### config.mk
export PLATFORM = sky130hd
export DESIGN_NAME = bucketed_timer_event_queue_flat
export DESIGN_NICKNAME = d
export VERILOG_FILES = /design/src/hdl/btq_pkg.sv /design/src/hdl/btq_if.sv /design/src/hdl/bucketed_timer_event_queue.sv /design/src/hdl/btq_entry_ram.sv /design/src/flat_wrapper.sv
export SDC_FILE = /design/constraint.sdc
export NUM_CORES = 2
export LEC_CHECK = 0
export BUFFER_PORTS_ARGS = -buffer_cell sky130_fd_sc_hd__buf_2
export CORE_AREA = 2 2 399 401
export DETAILED_ROUTE_END_ITERATION = 8
export DIE_AREA = 0 0 401 403
export PLACE_DENSITY = 0.79
export SYNTH_ARGS = -nofsm -noshare
export SYNTH_HDL_FRONTEND = slang
export SYNTH_SLANG_ARGS = --single-unit
### constraint.sdc
create_clock -name clk -period 6.8 [get_ports clk]
set_input_delay 1.36 -clock clk [delete_from_list [all_inputs] [get_ports clk]]
set_output_delay 1.36 -clock clk [all_outputs]
set_load 0.01 [all_outputs]
### src/hdl/btq_pkg.sv
// btq_pkg: shared constants, types and codes for the bucketed timer event queue
// no dependencies
`default_nettype none
package btq_pkg;
  localparam int POOL_ENTRIES = 32;
  localparam int NUM_BUCKETS  = 16;
  localparam int TAG_BITS     = 16;
  localparam int SLOT_W = $clog2(POOL_ENTRIES);
  localparam int LINK_W = $clog2(POOL_ENTRIES + 1);
  localparam int BKT_W  = (NUM_BUCKETS > 1) ? $clog2(NUM_BUCKETS) : 1;
  localparam logic [LINK_W-1:0] NIL = LINK_W'(POOL_ENTRIES);

  typedef enum logic [1:0] {
    OP_SCHED = 2'd0, OP_CANCEL = 2'd1, OP_POLL = 2'd2, OP_QUERY = 2'd3
  } op_t;

  typedef enum logic [1:0] {
    ST_OK = 2'd0, ST_NONE_DUE = 2'd1, ST_FULL = 2'd2, ST_NOT_QUEUED = 2'd3
  } status_t;

  typedef struct packed {
    logic [1:0]  op;
    logic [31:0] pulse;
    logic [31:0] delay;
    logic [15:0] event_tag;
    logic [4:0]  slot;
  } in_word_t;

  typedef struct packed {
    logic [1:0]  status;
    logic [4:0]  out_slot;
    logic [15:0] out_tag;
    logic [31:0] remaining;
  } out_word_t;

  typedef enum logic [3:0] {
    S_IDLE, S_RD_TAIL, S_WALK, S_WR_E, S_WR_PRED, S_WR_SUCC,
    S_UNL_CHK, S_Q_RD, S_OUT
  } fsm_t;
endpackage
`default_nettype wire

### src/hdl/btq_if.sv
// btq_if: valid/ready channel carrying one word
// depends on btq_pkg
`default_nettype none
interface btq_in_if import btq_pkg::*; ();
  logic valid;
  logic ready;
  in_word_t data;
  modport source (output valid, output data, input ready);
  modport sink (input valid, input data, output ready);
endinterface

interface btq_out_if import btq_pkg::*; ();
  logic valid;
  logic ready;
  out_word_t data;
  modport source (output valid, output data, input ready);
  modport sink (input valid, input data, output ready);
endinterface
`default_nettype wire

### src/hdl/bucketed_timer_event_queue.sv
// bucketed timer event queue, one operation at a time: full pool, unqueued slot or
// empty poll bucket go to S_OUT; query via S_Q_RD, poll not due via S_UNL_CHK;
// cancel and poll pop via S_UNL_CHK, S_WR_PRED, S_WR_SUCC; schedule via S_RD_TAIL,
// S_WALK (one entry per cycle, bucket not empty), S_WR_E, S_WR_PRED, S_WR_SUCC.
// throughput: the next word is taken the cycle after the result word is accepted
// reset: synchronous; clears used bits and bucket heads/tails, entry memory unwritten
// depends on btq_pkg, btq_if, btq_entry_ram
`default_nettype none
module bucketed_timer_event_queue import btq_pkg::*; (
  input wire logic clk,
  input wire logic rst_n,
  btq_in_if.sink   in_ch,
  btq_out_if.source out_ch
);
  fsm_t st_r, st_nxt;
  in_word_t req_r;
  out_word_t res_r, res_nxt;
  logic [POOL_ENTRIES-1:0] used_r;
  logic [LINK_W-1:0] head_r [NUM_BUCKETS];
  logic [LINK_W-1:0] tail_r [NUM_BUCKETS];

  logic [SLOT_W-1:0] e_r;       // entry being inserted/removed
  logic [31:0] key_r;
  logic [LINK_W-1:0] cur_r;     // entry whose data sits in the read register
  logic [LINK_W-1:0] pred_r, succ_r;  // neighbors of e

  // ram
  logic we_kt, we_next, we_prev;
  logic [SLOT_W-1:0] waddr, raddr;
  logic [31:0] rkey;
  logic [TAG_BITS-1:0] rtag;
  logic [LINK_W-1:0] wnext, wprev, rnext, rprev;
  btq_entry_ram u_ram (.clk, .we_kt, .we_next, .we_prev, .waddr, .wkey(key_r),
    .wtag(req_r.event_tag[TAG_BITS-1:0]), .wnext, .wprev,
    .raddr, .rkey, .rtag, .rnext, .rprev);

  // free slot search and clamped key
  logic [SLOT_W-1:0] free_idx;
  logic free_ok;
  always_comb begin
    free_idx = '0;
    free_ok = 1'b0;
    for (int i = POOL_ENTRIES - 1; i >= 0; i--)
      if (!used_r[i]) begin
        free_idx = SLOT_W'(i);
        free_ok = 1'b1;
      end
  end
  logic [31:0] dly;
  logic [32:0] ksum;
  assign dly  = (in_ch.data.delay[31] || in_ch.data.delay == '0) ? 32'd1
                : in_ch.data.delay;
  assign ksum = {1'b0, in_ch.data.pulse} + {1'b0, dly};

  logic [BKT_W-1:0] bk;
  assign bk = BKT_W'(key_r % NUM_BUCKETS);
  logic [BKT_W-1:0] pbk;
  assign pbk = BKT_W'(in_ch.data.pulse % NUM_BUCKETS);
  logic [BKT_W-1:0] ubk;
  assign ubk = BKT_W'(rkey % NUM_BUCKETS);

  assign in_ch.ready = (st_r == S_IDLE);
  assign out_ch.valid = (st_r == S_OUT);
  assign out_ch.data = res_r;

  logic take;
  assign take = in_ch.valid && in_ch.ready;
  logic sched;
  assign sched = (req_r.op == OP_SCHED);
  // walk stops at the first smaller key or at the head
  logic walk_stop;
  assign walk_stop = (rkey < key_r) || (rprev == NIL);
  // poll pops only a due head
  logic unl_go;
  assign unl_go = !(req_r.op == OP_POLL && rkey > req_r.pulse);

  // signed remaining
  logic signed [33:0] rdiff;
  assign rdiff = $signed({2'b0, rkey}) - $signed({2'b0, req_r.pulse});

  always_comb begin
    st_nxt = st_r;
    res_nxt = res_r;
    raddr = cur_r[SLOT_W-1:0];
    we_kt = 1'b0; we_next = 1'b0; we_prev = 1'b0;
    waddr = e_r;
    wnext = succ_r; wprev = pred_r;
    case (st_r)
      S_IDLE: begin
        raddr = (in_ch.data.op == OP_POLL) ? head_r[pbk][SLOT_W-1:0]
                                           : in_ch.data.slot[SLOT_W-1:0];
        if (take) begin
          case (op_t'(in_ch.data.op))
            OP_SCHED: begin
              if (free_ok) st_nxt = S_RD_TAIL;
              else begin
                res_nxt = '{status: ST_FULL, default: '0};
                st_nxt = S_OUT;
              end
            end
            OP_POLL: begin
              if (head_r[pbk] == NIL) begin
                res_nxt = '{status: ST_NONE_DUE, default: '0};
                st_nxt = S_OUT;
              end else st_nxt = S_UNL_CHK;
            end
            default: begin
              if (!used_r[in_ch.data.slot[SLOT_W-1:0]]) begin
                res_nxt = '{status: ST_NOT_QUEUED, out_slot: in_ch.data.slot,
                            default: '0};
                st_nxt = S_OUT;
              end else if (in_ch.data.op == OP_QUERY) st_nxt = S_Q_RD;
              else st_nxt = S_UNL_CHK;
            end
          endcase
        end
      end
      S_RD_TAIL: begin
        raddr = tail_r[bk][SLOT_W-1:0];
        st_nxt = (tail_r[bk] == NIL) ? S_WR_E : S_WALK;
      end
      S_WALK: begin
        if (walk_stop) st_nxt = S_WR_E;
        else raddr = rprev[SLOT_W-1:0];
      end
      S_WR_E: begin
        we_kt = 1'b1; we_next = 1'b1; we_prev = 1'b1;
        waddr = e_r; wnext = succ_r; wprev = pred_r;
        res_nxt = '{status: ST_OK, out_slot: e_r, default: '0};
        st_nxt = S_WR_PRED;
      end
      S_WR_PRED: begin
        we_next = (pred_r != NIL);
        waddr = pred_r[SLOT_W-1:0];
        wnext = sched ? LINK_W'(e_r) : succ_r;
        st_nxt = S_WR_SUCC;
      end
      S_WR_SUCC: begin
        we_prev = (succ_r != NIL);
        waddr = succ_r[SLOT_W-1:0];
        wprev = sched ? LINK_W'(e_r) : pred_r;
        st_nxt = S_OUT;
      end
      S_UNL_CHK: begin
        if (!unl_go) begin
          res_nxt = '{status: ST_NONE_DUE, default: '0};
          st_nxt = S_OUT;
        end else begin
          res_nxt = '{status: ST_OK, out_slot: e_r,
                      out_tag: (req_r.op == OP_POLL) ? 16'(rtag) : 16'd0,
                      remaining: '0};
          st_nxt = S_WR_PRED;
        end
      end
      S_Q_RD: begin
        res_nxt = '{status: ST_OK, out_slot: req_r.slot, out_tag: 16'(rtag),
                    remaining: rdiff > 34'sd2147483647 ? 32'h7fffffff :
                               rdiff < -34'sd2147483648 ? 32'h80000000 :
                               rdiff[31:0]};
        st_nxt = S_OUT;
      end
      S_OUT: if (out_ch.ready) st_nxt = S_IDLE;
      default: st_nxt = S_IDLE;
    endcase
  end

  always_ff @(posedge clk) begin
    if (!rst_n) begin
      st_r <= S_IDLE;
      res_r <= '0;
      used_r <= '0;
      for (int b = 0; b < NUM_BUCKETS; b++) begin
        head_r[b] <= NIL;
        tail_r[b] <= NIL;
      end
    end else begin
      st_r <= st_nxt;
      res_r <= res_nxt;
      case (st_r)
        S_IDLE: if (take) begin
          req_r <= in_ch.data;
          key_r <= ksum[32] ? 32'hffffffff : ksum[31:0];
          case (op_t'(in_ch.data.op))
            OP_SCHED: e_r <= free_idx;
            OP_POLL: e_r <= head_r[pbk][SLOT_W-1:0];
            default: e_r <= in_ch.data.slot[SLOT_W-1:0];
          endcase
        end
        S_RD_TAIL: begin
          cur_r <= tail_r[bk];
          pred_r <= NIL;
          succ_r <= NIL;
        end
        S_WALK: begin
          if (rkey < key_r) begin
            pred_r <= cur_r;
            succ_r <= rnext;
          end else if (rprev == NIL) begin
            pred_r <= NIL;
            succ_r <= cur_r;
          end else cur_r <= rprev;
        end
        S_WR_E: begin
          used_r[e_r] <= 1'b1;
          if (pred_r == NIL) head_r[bk] <= LINK_W'(e_r);
          if (succ_r == NIL) tail_r[bk] <= LINK_W'(e_r);
        end
        S_UNL_CHK: if (unl_go) begin
          used_r[e_r] <= 1'b0;
          pred_r <= rprev;
          succ_r <= rnext;
          if (rprev == NIL) head_r[ubk] <= rnext;
          if (rnext == NIL) tail_r[ubk] <= rprev;
        end
        default: ;
      endcase
    end
  end

  a_out_hold: assert property (@(posedge clk) disable iff (!rst_n)
    out_ch.valid && !out_ch.ready |=> out_ch.valid && $stable(out_ch.data));
  a_one_side: assert property (@(posedge clk) disable iff (!rst_n)
    !(in_ch.ready && out_ch.valid));
  a_insert_free: assert property (@(posedge clk) disable iff (!rst_n)
    st_r == S_WR_E |-> !used_r[e_r]);
  a_unlink_used: assert property (@(posedge clk) disable iff (!rst_n)
    st_r == S_UNL_CHK |-> used_r[e_r]);
endmodule
`default_nettype wire

### src/hdl/btq_entry_ram.sv
// btq_entry_ram: entry store (key, tag, next, prev), one write and one read port
// per-field write enables; depends on btq_pkg
`default_nettype none
module btq_entry_ram import btq_pkg::*; (
  input  wire logic              clk,
  input  wire logic              we_kt,
  input  wire logic              we_next,
  input  wire logic              we_prev,
  input  wire logic [SLOT_W-1:0] waddr,
  input  wire logic [31:0]       wkey,
  input  wire logic [TAG_BITS-1:0] wtag,
  input  wire logic [LINK_W-1:0] wnext,
  input  wire logic [LINK_W-1:0] wprev,
  input  wire logic [SLOT_W-1:0] raddr,
  output logic      [31:0]       rkey,
  output logic      [TAG_BITS-1:0] rtag,
  output logic      [LINK_W-1:0] rnext,
  output logic      [LINK_W-1:0] rprev
);
  localparam int KW = 32 + TAG_BITS;
  logic [KW-1:0] kt_mem [POOL_ENTRIES];
  logic [LINK_W-1:0] next_mem [POOL_ENTRIES];
  logic [LINK_W-1:0] prev_mem [POOL_ENTRIES];
  logic [KW-1:0] kt_r;
  logic [LINK_W-1:0] next_r, prev_r;

  always_ff @(posedge clk) begin
    if (we_kt) kt_mem[waddr] <= {wkey, wtag};
    if (we_next) next_mem[waddr] <= wnext;
    if (we_prev) prev_mem[waddr] <= wprev;
    kt_r <= kt_mem[raddr];
    next_r <= next_mem[raddr];
    prev_r <= prev_mem[raddr];
  end
  assign {rkey, rtag} = kt_r;
  assign rnext = next_r;
  assign rprev = prev_r;
endmodule
`default_nettype wire

### src/flat_wrapper.sv
// flat-port wrapper written by rule: the top's interface ports become plain ports
module bucketed_timer_event_queue_flat import btq_pkg::*;
  (clk, rst_n, in_ch_valid, in_ch_data, in_ch_ready, out_ch_valid, out_ch_data, out_ch_ready);
  btq_in_if in_ch_i ();
  btq_out_if out_ch_i ();
  input wire logic clk;
  input wire logic rst_n;
  input wire logic [$bits(in_ch_i.valid)-1:0] in_ch_valid;
  input wire logic [$bits(in_ch_i.data)-1:0] in_ch_data;
  output wire logic [$bits(in_ch_i.ready)-1:0] in_ch_ready;
  output wire logic [$bits(out_ch_i.valid)-1:0] out_ch_valid;
  output wire logic [$bits(out_ch_i.data)-1:0] out_ch_data;
  input wire logic [$bits(out_ch_i.ready)-1:0] out_ch_ready;
  assign in_ch_i.valid = in_ch_valid;
  assign in_ch_i.data = in_ch_data;
  assign in_ch_ready = in_ch_i.ready;
  assign out_ch_valid = out_ch_i.valid;
  assign out_ch_data = out_ch_i.data;
  assign out_ch_i.ready = out_ch_ready;
  bucketed_timer_event_queue u_core (.clk(clk), .rst_n(rst_n), .in_ch(in_ch_i), .out_ch(out_ch_i));
endmodule
==> metrics.md <==
| Metric | Value |
|---|---|
| Status | completed |
| Syn-to-layout area delta | 11.1% |
| Area of the multi-input gates | 26600 um2 |
| Sequential cell area fraction in the yosys report | 71.0% |
| Clock latency at the later pin of the worst-skew pair | 0.86 ns |
| Antenna violations before repair | 2 |
| Nets | 7587 |
| Hold Path End | u_core.out_ch.data[1] |
| Final Cycle Share | 84.7% |
| Sequential share of power | 31.7% |
| Data required, critical path | 7.56 ns |
| Register area | 69800 um2 |
| Switching Share | 42.7% |
| Kind of end point of the critical path | flip-flop |
| HP Class | flip-flop to flip-flop |
| P_sw | 24200 uW |
| Drt drc | 0 |
| I/O pins | 148 |
| Layout fillers | 10000 |
| H-tree depth | 4 |
| FF-to-FF path depth | 14 |
| Hold_buf cts | 0 |
| Synth cell types | 87 |
| R2R Path End | u_core.u_ram.kt_r[43] |
| FF-to-FF setup slack | 1.04 ns |
| Routed vias | 65800 |
| Synthesized area | 98400 um2 |
| Core area | 157000 um2 |
| Cell taking the most area after synthesis | edfxtp_1 |
| FMAX | 174 MHz |
| CTS tree | built |
| DRT iter0 DRCs | 10100 |
| GRT Overall Usage | 33.6% |
| Syn avg cell area | 13.5 um2 |
| EDFF count, synth | 2222 |
| Area contributors post-synth | edfxtp_1 (68%), nand2_1 (6.1%), dfxtp_1 (3.2%) |
| Tmin final | 5.76 ns |
| Number of global-route vias before repair | 63700 |
| Post-Route WL | 276 mm |
| Max Slew Vio Count | 0 |
| Die Span Y | 403 um |
| Root Driver | clkbuf_16 |
| Reg-to-Reg Start | u_core.key_r[23] |
| Crit path launch type | flip-flop |
| Fin Hold WS | 0.470 ns |
| Largest net degree at the start of global routing | 168 |
| Comb pwr share | 46.2% |
| RePlAce Congestion | 0.921 |
| CTS buffer count | 219 |
| Share of layout cells above drive strength 1 | 11.7% |
| Row cnt | 146 |
| Unrepaired setup endpoints after global routing | false |
| Synth top area share | 67.8% |
| Cell Int Power | 32500 uW |
| Hold Crit Depth | 2 |
| Worst Path Max Fanout | 47 |
| Number of max-cap violations | 0 |
| Vias per cell | 6.81 |
| Initial Util | 62.5% |
| Leakage Power | 0.0373 uW |
| Layout Utilization | 69.4% |
| Synth Flop Type | edfxtp_1 |
| Max_slew headroom | 5.89% |
| Post-CTS resize count | 0 |
| DP HPWL | 157 mm |
| Postcts setup bufs | 0 |
| Max Buffers Root-to-Sink | 3 |
| Endpoints failing hold | 0 |
| Clock skew | 0.0490 ns |
| Hold wc startpoint | u_core.out_ch.data[1] |
| Global-route wire length before repair | 403 mm |
| Worst-path clk slew | 0.07 ns |
| Clk pwr share | 22.1% |
| Synth warn | 0 |
| VDD IR max | 1.03 mV |
| Pwr Density | 519 nW/um2 |
| # setup viols final | 0 |
| Setup CP Type | flip-flop to flip-flop |
| Crit path DAT | 6.52 ns |
| Slew @ Worst Pin | 1.41 ns |
| Synthesized net count | 7494 |
| Synthesized flop and latch total | 2377 |
| GR Overflow Total | 0 |
| Die Area | 162000 um2 |
| Post-synth ARST share | 0% |
| Post-Synthesis Cells | 7306 |
| First-pass DRT Iterations | 7 |
| ANT nets after route | 0 |
| I/O Buffers | 147 |
| Fin Setup TNS | 0 ns |
| Post-DR wirelength/cell | 28.6 um |
| Clock net sink count | 2377 |
| Die Width | 401 um |
## state kept, by name, summed over array words and instances (netlist names), 32 cells and up, named ones only
signal / count
u_core.head_r: 96
u_core.req_r: 55
u_core.tail_r: 96
u_core.key_r: 32
u_core.u_ram.kt_mem: 1536
u_core.u_ram.next_mem: 192
u_core.u_ram.prev_mem: 192
u_core.u_ram.kt_r: 48
u_core.out_ch.data: 55
## layer usage
layer / up-vias / GRT usage, % / part of all wire, %
li1: 27800 / - / -
met1: 32300 / 44.5 / 35
met2: 4789 / 52.9 / 47
met3: 907 / 7.11 / 12
met4: 4 / 17.8 / 5.6
met5: - / 0 / 0.0091
## cells in the mapped netlist (35+ instances only)
| cell | n |
|---|---|
| a221oi_1 | 88 |
| nand3_1 | 213 |
| a41oi_1 | 61 |
| o311a_1 | 60 |
| nor3_1 | 99 |
| a31oi_1 | 80 |
| mux2i_1 | 271 |
| and2_1 | 37 |
| edfxtp_1 | 2222 |
| ha_1 | 95 |
| mux2_2 | 82 |
| dfxtp_1 | 155 |
| nor2_1 | 397 |
| buf_2 | 120 |
| o22ai_1 | 61 |
| inv_1 | 93 |
| clkbuf_1 | 279 |
| mux4_2 | 62 |
| buf_1 | 35 |
| a21oi_1 | 144 |
| o21ai_0 | 80 |
| a32o_1 | 61 |
| nand4_1 | 440 |
| nand2_1 | 1602 |
| nand2b_1 | 57 |
## power groups by stage
stage,combinational [uW],sequential (uW),clock [uW]
after global routing,27600,17900,13100
after detailed placement,25300,18200,0
final,26200,18000,12500
after floorplan,17000,17800,0
after CTS,25600,17900,12500
after global placement,24700,18200,0
## cells in the final DEF (no fill, tap or decap), types with 23 or more instances in the layout
master / instances
edfxtp_1: 2222
nand2_1: 1597
nand4_1: 440
nor2_1: 359
mux2i_1: 271
clkbuf_16: 226
nand3_1: 213
dfxtp_1: 155
buf_4: 152
buf_2: 147
a21oi_1: 143
nor3_1: 98
ha_1: 95
inv_1: 93
a221oi_1: 88
mux2_2: 82
a31oi_1: 79
o21ai_0: 78
mux4_2: 62
a41oi_1: 61
o22ai_1: 61
a32o_1: 61
o311a_1: 60
nand2b_1: 54
clkbuf_1: 54
nor2_4: 36
clkinv_2: 35
and2_1: 34
buf_12: 32
xnor2_1: 30
clkinv_1: 29
o211ai_1: 28
nor2b_1: 26
o22a_1: 25
nor4_1: 24
a22o_1: 23
clkbuf_8: 23
## critical path, stage by stage (launching register included)
cell,delay (ns)
edfxtp_1,0.36
buf_4,0.34
inv_1,0.09
ha_1,0.33
nand4_1,0.25
nor4_1,0.32
o21ai_0,0.35
o21ai_1,0.65
a311oi_1,0.21
a211oi_2,1.07
nand2b_4,0.50
buf_12,0.42
a41oi_1,0.10
a21oi_1,0.39
o311a_1,0.24
## metrics by stage
| step | cells | total power (uW) | setup WS (ns) | area (um2) |
|---|---|---|---|---|
| 6_report | 9666 | 56700 | 1.04 | 109000 |
| 5_1_grt | 9664 | 58700 | 0.855 | 109000 |
| 4_1_cts | 9664 | 56100 | 1.26 | 109000 |
| 3_5_place_dp | 9250 | 43500 | 0.594 | 102000 |
| 3_3_place_gp | 9250 | 42900 | 0.540 | 102000 |
| 2_1_floorplan | 7306 | 34800 | 1.45 | 98400 |
## cell families after synthesis
family	synth area share, %
xor+xnor	0.418
buf+inv	2.39
compound gates	6.54
flops	71.0
fa+ha+maj	1.25
simple gates	13.3
mux	5.11
other cells	0.00381
## how the worst max path moves through the flow
stage | endpoint | from | depth (start not counted) | slack (ns)
floorplan | flip-flop | in_ch_data[44] | 18 | 1.45
global placement | u_core.key_r[6] | in_ch_data[33] | 19 | 0.54
detailed placement | u_core.key_r[22] | in_ch_data[37] | 19 | 0.59
CTS | u_core.u_ram.kt_r[1] | u_core.key_r[23] | 14 | 1.26
global route | u_core.key_r[14] | in_ch_data[33] | 19 | 0.85
finish | u_core.u_ram.kt_r[43] | u_core.key_r[23] | 14 | 1.04
## layout make-up
type                            instances  share of cell area [%]
Multi-Input combinational cell       4375                    24.4
Clock inverter                        111                    1.09
Inverter                               95                   0.326
Clock buffer                          303                    5.65
Antenna cell                            2                 0.00458
Sequential cell                      2377                    63.9
Tap cell                             2072                    2.37
Timing Repair Buffer                  331                    2.30
(Power assumes the default switching activity.)
